[src/hdl/edc_pkg.sv]
`default_nettype none

package edc_pkg;

    localparam int MAX_LEN_DEF = 64;

    localparam int OP_W  = 3;
    localparam int SYM_W = 8;
    localparam int RES_W = 7;

    localparam logic [OP_W-1:0] OP_BEGIN_Q = 3'd0;
    localparam logic [OP_W-1:0] OP_APPEND  = 3'd1;
    localparam logic [OP_W-1:0] OP_BEGIN_C = 3'd2;
    localparam logic [OP_W-1:0] OP_CAND    = 3'd3;
    localparam logic [OP_W-1:0] OP_FINISH  = 3'd4;

    localparam logic [1:0] TOK_BYTE = 2'd0;
    localparam logic [1:0] TOK_INIT = 2'd1;
    localparam logic [1:0] TOK_FIN  = 2'd2;

    // control part of a token travelling along the cell chain
    typedef struct packed {
        logic       valid;
        logic [1:0] kind;
        logic       flag;
    } edc_tok_t;

endpackage

`default_nettype wire

[src/hdl/edc_cell.sv]
`default_nettype none

module edc_cell #(
    parameter int MAX_LEN = edc_pkg::MAX_LEN_DEF,
    parameter int IDX     = 0,
    localparam int LW     = $clog2(MAX_LEN + 1),
    localparam int DW     = $clog2(2 * MAX_LEN + 1)
) (
    input  wire                          aclk,
    input  wire                          aresetn,
    input  wire                          en,
    input  wire  [LW-1:0]                qlen,
    input  wire                          wr_valid,
    input  wire  [edc_pkg::SYM_W-1:0]    wr_sym,
    input  edc_pkg::edc_tok_t            ctrl_in,
    input  wire  [edc_pkg::SYM_W-1:0]    sym_in,
    input  wire  [DW-1:0]                left_in,
    input  wire  [DW-1:0]                diag_in,
    input  wire  [edc_pkg::RES_W-1:0]    count_in,
    output edc_pkg::edc_tok_t            ctrl_out,
    output logic [edc_pkg::SYM_W-1:0]    sym_out,
    output logic [DW-1:0]                left_out,
    output logic [DW-1:0]                diag_out,
    output logic [edc_pkg::RES_W-1:0]    count_out
);

    edc_pkg::edc_tok_t           ctrl_reg, ctrl_next;
    logic [edc_pkg::SYM_W-1:0]   sym_reg;
    logic [DW-1:0]               left_reg, left_next;
    logic [DW-1:0]               diag_reg, diag_next;
    logic [edc_pkg::RES_W-1:0]   count_reg, count_next;
    logic [DW-1:0]               dp_reg, dp_next;
    logic [edc_pkg::SYM_W-1:0]   qbyte_reg;
    logic                        active;
    logic [DW-1:0]               min_lt;
    logic [DW-1:0]               min_all;

    assign active = (LW'(IDX) < qlen);

    always_comb begin
        min_lt  = (left_in < dp_reg) ? left_in : dp_reg;
        min_all = (min_lt < diag_in) ? min_lt : diag_in;
    end

    always_comb begin
        ctrl_next  = ctrl_in;
        left_next  = left_in;
        diag_next  = diag_in;
        count_next = count_in;
        dp_next    = dp_reg;
        if (ctrl_in.valid && active) begin
            case (ctrl_in.kind)
                edc_pkg::TOK_BYTE: begin
                    if (qbyte_reg == sym_in) begin
                        dp_next = diag_in;
                        if (diag_in == '0) begin
                            count_next = count_in + edc_pkg::RES_W'(1);
                        end
                    end else begin
                        dp_next = min_all + DW'(1);
                    end
                    left_next = dp_next;
                    diag_next = dp_reg;
                end
                edc_pkg::TOK_INIT: begin
                    dp_next = DW'(IDX + 1);
                end
                edc_pkg::TOK_FIN: begin
                    // last active cell leaves its value as the distance
                    left_next = dp_reg;
                end
                default: begin
                end
            endcase
        end
    end

    always_ff @(posedge aclk) begin
        if (!aresetn) begin
            ctrl_reg <= '0;
            dp_reg   <= '0;
        end else if (en) begin
            ctrl_reg <= ctrl_next;
            dp_reg   <= dp_next;
        end
    end

    always_ff @(posedge aclk) begin
        if (en) begin
            sym_reg   <= sym_in;
            left_reg  <= left_next;
            diag_reg  <= diag_next;
            count_reg <= count_next;
        end
        if (wr_valid && (qlen == LW'(IDX))) begin
            qbyte_reg <= wr_sym;
        end
    end

    assign ctrl_out  = ctrl_reg;
    assign sym_out   = sym_reg;
    assign left_out  = left_reg;
    assign diag_out  = diag_reg;
    assign count_out = count_reg;

endmodule

`default_nettype wire

[config.mk]
export PLATFORM = sky130hd
export DESIGN_NAME = edc_cell
export DESIGN_NICKNAME = d
export VERILOG_FILES = /design/src/hdl/edc_pkg.sv /design/src/hdl/edc_cell.sv
export SDC_FILE = /design/constraint.sdc
export NUM_CORES = 1
export LEC_CHECK = 0
export BUFFER_PORTS_ARGS = -buffer_cell sky130_fd_sc_hd__buf_2
export CORE_ASPECT_RATIO = 1.25
export CORE_MARGIN = 3
export CORE_UTILIZATION = 53
export DETAILED_ROUTE_END_ITERATION = 8
export PLACE_DENSITY = 0.81
export REMOVE_ABC_BUFFERS = 1
export SLEW_MARGIN = 10
export SYNTH_ARGS = -nofsm -noshare
export SYNTH_HDL_FRONTEND = slang
export SYNTH_SLANG_ARGS = --single-unit
[constraint.sdc]
create_clock -name aclk -period 6.09 [get_ports aclk]
set_input_delay 1.218 -clock aclk [delete_from_list [all_inputs] [get_ports aclk]]
set_output_delay 1.218 -clock aclk [all_outputs]
set_load 0.01 [all_outputs]
==> run metrics, run 1 <==
status finished, final reports clean; CTS buffer count 5; Synth Register Bits 51; Worst EP arrival 5650 ps; Setup crit end kind flop; actual slew at the worst max-slew pin 855.8 ps; antenna violations before repair 0; complex-gate fraction of the synthesized area 0.1854; Rows 31; Metal-1 WL 3263 um; initial core utilization 0.5520; Die W 75.63 um; io pins 89; Post-synth EDFFs 39; leak pwr roughly 1.6 nW; RSZ-0062 raised after global routing no; adder-cell share of the synthesized area 0.06233; area share of and/or/nand/nor cells after synthesis 0.1698; Fin. Hold Viols 0; fmax ~180 MHz; ys flop type edfxtp_1; Setup TNS Final 0 ps; CP Cell Sequence buf_2, ha_1, a2111o_1, a21oi_4, mux2i_1, inv_1, ha_1, a211o_1, a2111oi_2, o211ai_2, nand2_1, a21oi_1, ha_1, and3_1, and3_1, nor3_1, o21ai_0, a31o_1; Setup crit start kind primary input; Ys Warns 0; Hold Crit Class flop to flop; iteration count of the initial detailed-routing pass 4; nets 482; Yosys top cell area share 0.3646; post-synthesis sequential area ratio 0.4394; setup violators final 0; Final period util 0.9173; Die Span Y just over 90 um; clk_lat worst skew 300 ps; most frequent cells in the layout buf_2 (88), edfxtp_1 (39), nand2_1 (33); first-pass GRT wire length ~13,000 um; Req. time, crit path 6150 ps; Synth area leader edfxtp_1; H-tree depth 2; Core Footprint 5818 sq um; CP max FO 13; via count 2,871; fraction of registers with async set/reset 0; largest net degree at the start of global routing 40; Slowest-stage cell, CP a2111oi_2; TritonCTS clock tree yes; power per cell area 210.9 nW/um^2; drt drc 0; critical setup path kind primary input to flop; max_slew headroom 0.4295; Mapped Area 3212 sq um; DRT Wirelength between 8000 and 9000 um; die area 7036 sq um; most used cell, CP ha_1; # diodes 0; Crit path max-delay family compound AO/OA/AOI/OAI gates; hold slack 497.7 ps; CTS Root Cell clkbuf_8; GRT overflow 0; P&R area growth vs syn 19.28%; Synth Instances roughly 330; layout cells sized above 1 0.2785; ANT nets after route 0; routed wl met2 between 4000 and 5000 um; vias in the first global route 2,868; # resized after CTS 0; top post-synthesis cells by area edfxtp_1 (36%), dfxtp_1 (7.5%), ha_1 (6.2%); XOR/XNOR share of the synthesized area 0.05727; Max Clock Skew 8.080 ps; Sink Count about 50; CTS hold repair buffers 0; dpl hpwl approximately 6400 um; post-synthesis cell type count between 50 and 60; peak supply drop 0.0001279 V; post-synthesis mux area share 0.04207; slowest stage delay, CP 500 ps; metal3 WL 568 um; initial detailed-routing violation count about 130; Max Cap Viol 0; wire length per cell between 15 and 20 um; top sig layer met4; commonest non-fill, non-tap cell in the layout buf_2; Buf/Inv on CP 2; total power approximately 0.0008 W; Final min period 5586 ps; largest family of logic cells by synthesized area compound AO/OA/AOI/OAI gates; GRT Overall Usage 0.2385; RD Place Congestion 0.9899; port bufs 88; Final Max Slew Viols 0; Clk pin slew, worst setup/hold paths 90 ps; syn_area_per_cell 9.883 sq um; Max Root-Sink Buffers 2; vias per inst 5.994; postcts setup bufs 0
power by group:
group          switching (W)  total [W]  internal (W)
Sequential        0.00000671   0.000402      0.000395
Clock               0.000110   0.000232      0.000122
Combinational       0.000103   0.000174     0.0000707
cells in the mapped netlist, types with 2 or more instances:
cell / instances
or4_1: 2
a21boi_0: 2
a211oi_1: 8
o21ai_1: 4
o211ai_1: 5
nand3_1: 20
o31ai_1: 4
nor3_1: 5
mux2i_1: 9
nor2b_1: 7
mux2_2: 4
inv_1: 20
a21o_1: 3
edfxtp_1: 39
xor2_1: 4
nand2b_1: 2
or3_1: 3
or2_2: 2
nand4_1: 4
nor4_1: 5
ha_1: 16
a211o_1: 3
nand2_1: 33
a31oi_1: 3
a2bb2oi_1: 2
a21oi_1: 11
o21ai_0: 18
nor2_1: 11
xnor2_1: 17
dfxtp_1: 12
and2_1: 2
and3_1: 10
clkbuf_1: 12
final timing paths:
path,cells after the start,slack [ps],from,endpoint
setup / recovery,18,500,left_in[1],left_out[6]$_DFFE_PP_
hold / removal,2,500,dp_reg[7]$_SDFFE_PN0P_,dp_reg[7]$_SDFFE_PN0P_
setup reg to reg,18,960,dp_reg[1]$_SDFFE_PN0P_,left_out[6]$_DFFE_PP_
hold reg to reg,2,500,dp_reg[7]$_SDFFE_PN0P_,dp_reg[7]$_SDFFE_PN0P_
layer usage:
| layer | vias to the layer above | track usage |
|---|---|---|
| met2 | 148 | 0.3977 |
| met4 | 0 | 0.1108 |
| met3 | 21 | 0.03118 |
| li1 | 1392 | - |
| met5 | - | 0 |
| met1 | 1310 | 0.2985 |
final cells by class:
class / count / area [sq um]
Tap cell: 66 / 82.58
Inverter: 21 / 78.83
Fill cell: 486 / 1987
Timing Repair Buffer: 94 / 485.5
Multi-Input combinational cell: 239 / 1660
Sequential cell: 51 / 1411
Clock buffer: 5 / 68.82
Clock inverter: 3 / 43.79
worst min-delay path: cells and delay by family (launching register included):
kind             cells  cell delay [ps]
AO/OA/AOI/OAI        1               50
flip-flops           1              350
AND/OR/NAND/NOR      1               60
logic make-up after synthesis:
family / count (synthesis)
multiplexers: 13
buffers and inverters: 35
AO/OA/AOI/OAI: 81
flip-flops: 51
XOR/XNOR: 21
AND/OR/NAND/NOR: 108
adder cells (fa/ha/maj): 16
through the flow:
step	std cells	utilization	worst slack (ps)	cell area [sq um]
4_1_cts	479	0.6585	575.5	3831
3_5_place_dp	471	0.6391	280.3	3719
6_report	479	0.6585	503.7	3831
2_1_floorplan	311	-	370.3	3151
3_3_place_gp	471	0.6391	419.0	3719
5_1_grt	479	0.6585	158.1	3831
(Power assumes the default switching activity.)
==> inputs of run 2 (changes only) <==
Settings changed: MAX_ROUTING_LAYER set to met4.
==> run metrics, run 2 (synthesis results as in run 1) <==
CP max FO 13; commonest non-fill, non-tap cell in the layout buf_2; die area about 7000 sq um; via count 2,935; post-layout util 0.6559; WHS Path Cells 2; Clk pin slew, worst setup/hold paths roughly 100 ps; DRT Wirelength 8449 um; nets 482; worst r2r src dp_reg[1]$_SDFFE_PN0P_; actual slew at the worst max-slew pin 886.5 ps; Final min period 5616 ps; design area 3816 sq um; max_slew headroom 0.4090; status finished, final reports clean; postcts setup bufs 0; TritonCTS clock tree yes; CTS Root Cell clkbuf_8; iteration count of the initial detailed-routing pass 5; initial core utilization 0.5520; Hold Crit Class flop to flop; setup violators final 0; CTS buffer count 5; placed inst area 3719 sq um; leak pwr 1.573 nW; most used cell, CP ha_1; peak supply drop 0.0001225 V; dpl hpwl 6541 um; power per cell area ~210 nW/um^2; # diodes 0; # resized after CTS 0; hold slack 508.1 ps; most frequent cells in the layout buf_2 (88), edfxtp_1 (39), nand2_1 (33); hold wc startpoint ctrl_out[3]$_SDFFE_PN0P_; largest net degree at the start of global routing 40; first-pass GRT wire length 13,210 um; Core Footprint 5818 sq um; Req. time, crit path 6170 ps; layout cells sized above 1 0.2785; Setup crit start kind primary input; RD Place Congestion 1.020; Max Root-Sink Buffers 2; Slowest-stage cell, CP a2111oi_2; Sink Count between 50 and 60; port bufs 88; capturing point of the worst reg2reg path left_out[6]$_DFFE_PP_; Max Clock Skew 9.727 ps; CTS hold repair buffers 0; initial detailed-routing violation count 186; Max Cap Viol 0; critical setup path kind primary input to flop; RSZ-0062 raised after global routing no; placed instance count 471; Rows 31; io pins 89; vias per inst slightly above 6; clk_lat worst skew 310 ps; Die Span Y 93.04 um; slowest stage delay, CP 490 ps; Fin. Hold Viols 0; Die W 75.63 um; H-tree depth 2; R2R cell count 19; Hold Path End ctrl_out[3]$_SDFFE_PN0P_; CP Cell Sequence buf_2, ha_1, a2111o_1, a21oi_4, mux2i_1, inv_1, ha_1, a211o_1, a2111oi_2, o211a_2, nor2_1, a21oi_1, ha_1, buf_4, nand3_1, mux2i_1, xnor2_1, a21oi_1, a31o_1; Setup crit end kind flop; final-layout fill cell count 481; fmax about 180 MHz; Final period util 0.9222; Worst EP arrival 5690 ps; antenna violations before repair 0; wire length per cell around 18 um; drt drc 0; vias in the first global route slightly below 3,000; P&R area growth vs syn 18.82%; Setup TNS Final 0 ps; R2R Setup Slk 900 ps; ANT nets after route 0; GRT overflow 0; GRT Overall Usage 0.2470; Final Max Slew Viols 0; Non-Filler Instances 479
run 2: changes by cell type in the layout (fill, tap and decap cells not counted):
cell	before	now
bufinv_16	1	0
clkinv_4	1	2
clkinv_2	1	0
inv_8	0	1
run 2: through the flow:
| stage | setup slack (ps) | power (W) |
|---|---|---|
| after floorplan | 370.3 | 0.0005045 |
| after global placement | 398.8 | 0.0005775 |
| after detailed placement | 266.9 | 0.0005824 |
| after CTS | 551.1 | 0.0007885 |
| after global routing | 162.7 | 0.0008197 |
| final | 473.6 | 0.0007861 |
run 2: how the worst max path moves through the flow:
stage | start | to | slack, ps | cells past startpoint
finish | left_in[1] | left_out[6]$_DFFE_PP_ | 470 | 19
global route | left_in[7] | left_out[6]$_DFFE_PP_ | 160 | 20
global placement | left_in[1] | left_out[6]$_DFFE_PP_ | 400 | 19
CTS | left_in[1] | left_out[6]$_DFFE_PP_ | 550 | 19
floorplan | left_in[1] | left_out[6]$_DFFE_PP_ | 370 | 18
detailed placement | left_in[1] | left_out[6]$_DFFE_PP_ | 270 | 19
run 2: critical path: cells and delay by family:
kind	cells	cell delay [ps]
xor gates and xnor gates	1	150
and+or+nand+nor	2	150
AOI/OAI and AO/OA	8	2350
adders and majority gates	3	710
buffers and inverters	3	430
muxes	2	670
run 2: cell type report:
type	count	area [sq um]	share of cell area
multi-input combinational	239	1660	0.4351
clock inverter	3	28.78	0.007541
sequential	51	1411	0.3698
timing repair buffer	94	485.5	0.1272
clock buffer	5	68.82	0.01803
inverter	21	78.83	0.02066
tap	66	82.58	0.02164
run 2: metal layers:
| layer | global-route usage | up-vias | part of all wire |
|---|---|---|---|
| li1 | - | 1389 | - |
| met1 | 0.3044 | 1353 | 0.38 |
| met2 | 0.3941 | 159 | 0.49 |
| met3 | 0.03871 | 34 | 0.084 |
| met4 | 0.1108 | 0 | 0.039 |
| met5 | - | - | 0 |
run 2: power breakdown:
group / switching, W / leakage, nW / internal (W)
logic: 0.000105 / 1.05 / 0.0000709
registers: 0.00000682 / 0.475 / 0.000395
clock network: 0.000124 / 0.0502 / 0.0000854
==> inputs of run 3 (changes only) <==
==> constraint.sdc (replaced) <==
create_clock -name aclk -period 6.09 [get_ports aclk]
set_input_delay 0.3045 -clock aclk [delete_from_list [all_inputs] [get_ports aclk]]
set_output_delay 0.3045 -clock aclk [all_outputs]
set_load 0.01 [all_outputs]
==> run metrics, run 3 (synthesis results as in run 1) <==
status finished, final reports clean; sequential power share 0.509; Setup crit end kind flop; peak supply drop 0.0001295 V; dpl hpwl 6715 um; io pins 89; Max Root-Sink Buffers 2; placed inst area around 3700 sq um; leak pwr roughly 1.6 nW; CP max FO 16; most frequent cells in the layout buf_2 (88), edfxtp_1 (39), nand2_1 (33); WHS Path Cells 1; power per cell area 206.5 nW/um^2; die area 7036 sq um; Final WS setup 479.4 ps; Buf/Inv on CP 2; part of the power in the clock network 0.269; Core Footprint 5818 sq um; largest net degree at the start of global routing 40; DRT Wirelength just under 9000 um; vias in the first global route about 2,800; # diodes 0; Sink Count slightly above 50; clk_lat worst skew 320 ps; TritonCTS clock tree yes; Max Cap Viol 0; CP Cell Sequence inv_1, ha_1, a2111o_1, a21oi_4, mux2i_1, inv_1, ha_1, a211o_1, a2111oi_2, o211a_2, nor2_1, a21oi_1, ha_2, and3_1, and3_1, nand2_1, nor4_2, a21oi_1, a31o_1; design area 3811 sq um; R2R Setup Slk between 400 and 500 ps; Hold Path End qbyte_reg[4]$_DFFE_PP_; ANT nets after route 0; capturing point of the worst reg2reg path left_out[6]$_DFFE_PP_; drt drc 0; worst r2r src dp_reg[3]$_SDFFE_PN0P_; Die Span Y 93.04 um; actual slew at the worst max-slew pin between 800 and 900 ps; R2R cell count 19; Final min period between 5000 and 6000 ps; hold wc startpoint wr_sym[4]; Clk pin slew, worst setup/hold paths 100 ps; CTS hold repair buffers 0; max_slew headroom 0.4147; slowest stage delay, CP 510 ps; first-pass GRT wire length ~13,000 um; Rows 31; Die W 75.63 um; post-layout util 0.6551; Final period util 0.9213; Max Clock Skew 10.98 ps; GRT overflow 0; RD Place Congestion ~1; Setup crit start kind flop; commonest non-fill, non-tap cell in the layout buf_2; GRT Overall Usage 0.2571; CTS Root Cell clkbuf_8; Setup TNS Final 0 ps; NetSw 0.0002371 W; initial core utilization 0.5520; RSZ-0062 raised after global routing no; Crit path max-delay family compound AO/OA/AOI/OAI gates; met1 capacity usage during global routing 0.3119; Hold Crit Class primary input to flop; nets 481; Fin. Hold Viols 0; Worst EP arrival 5680 ps; Comb pwr share 0.222; total power 0.0007870 W; via count approximately 2,900; P&R area growth vs syn 18.66%; M2 GR Usage 0.4200; H-tree depth 2; Int Pwr 0.0005500 W; wire length per cell between 15 and 20 um; initial detailed-routing violation count 197; setup violators final 0; iteration count of the initial detailed-routing pass 5; Req. time, crit path about 6000 ps; DP Worst Slack 570.7 ps; fmax 178.2 MHz; Final Max Slew Viols 0; Slowest-stage cell, CP a2111oi_2; GRT busiest layer met2; GR Util met3 0.03548; port bufs slightly below 90; Sw Share 0.3012; layout cells sized above 1 0.2791; vias per inst 6.073; critical setup path kind flop to flop; antenna violations before repair 0; CTS buffer count 5
==> run 3: worst max path at each step <==
stage	endpoint	start	slack, ps	cells after the start
after floorplan	left_out[6]$_DFFE_PP_	dp_reg[1]$_SDFFE_PN0P_	1160	19
after global placement	left_out[6]$_DFFE_PP_	dp_reg[3]$_SDFFE_PN0P_	780	19
after detailed placement	left_out[6]$_DFFE_PP_	dp_reg[3]$_SDFFE_PN0P_	570	19
after CTS	left_out[6]$_DFFE_PP_	dp_reg[3]$_SDFFE_PN0P_	540	19
after global routing	left_out[6]$_DFFE_PP_	dp_reg[3]$_SDFFE_PN0P_	130	19
final	left_out[6]$_DFFE_PP_	dp_reg[3]$_SDFFE_PN0P_	480	19
==> run 3: metrics by stage <==
stage / hold WS, ps / cells
after floorplan: 403.4 / 311
after global placement: 468.1 / 470
after detailed placement: 480.5 / 470
after CTS: 154.3 / 478
after global routing: 148.5 / 478
final: 159.0 / 478
==> run 3: cell type report <==
type | count | area [sq um]
inverters | 21 | 78.83
flip-flops and latches | 51 | 1411
clock buffers | 5 | 68.82
well taps | 66 | 82.58
fillers | 466 | 2007
clock inverters | 3 | 28.78
multi-input cells | 239 | 1663
repair buffers | 93 | 478.0
==> run 3: what timing repair did <==
| action | 4_1_cts | 5_1_grt |
|---|---|---|
| setup endpoints to repair | 0 | 1 |
| buffers inserted | 0 | 0 |
| gates resized for setup | 0 | 1 |
==> run 3: per-layer routing <==
metal  up-vias  wire, um  part of all wire
met2       151      4258              0.49
met4         0       320             0.037
met1      1342      3419              0.39
li1       1388         -                 -
met5         -         0                 0
met3        22       712             0.082
==> run 3: power by group through the flow <==
stage	logic, W	registers (W)	clock network (W)
floorplan	0.0000858	0.000419	0
global placement	0.000168	0.000408	0
detailed placement	0.000172	0.000409	0
CTS	0.000173	0.000401	0.000215
global route	0.000192	0.000403	0.000229
finish	0.000175	0.000400	0.000212
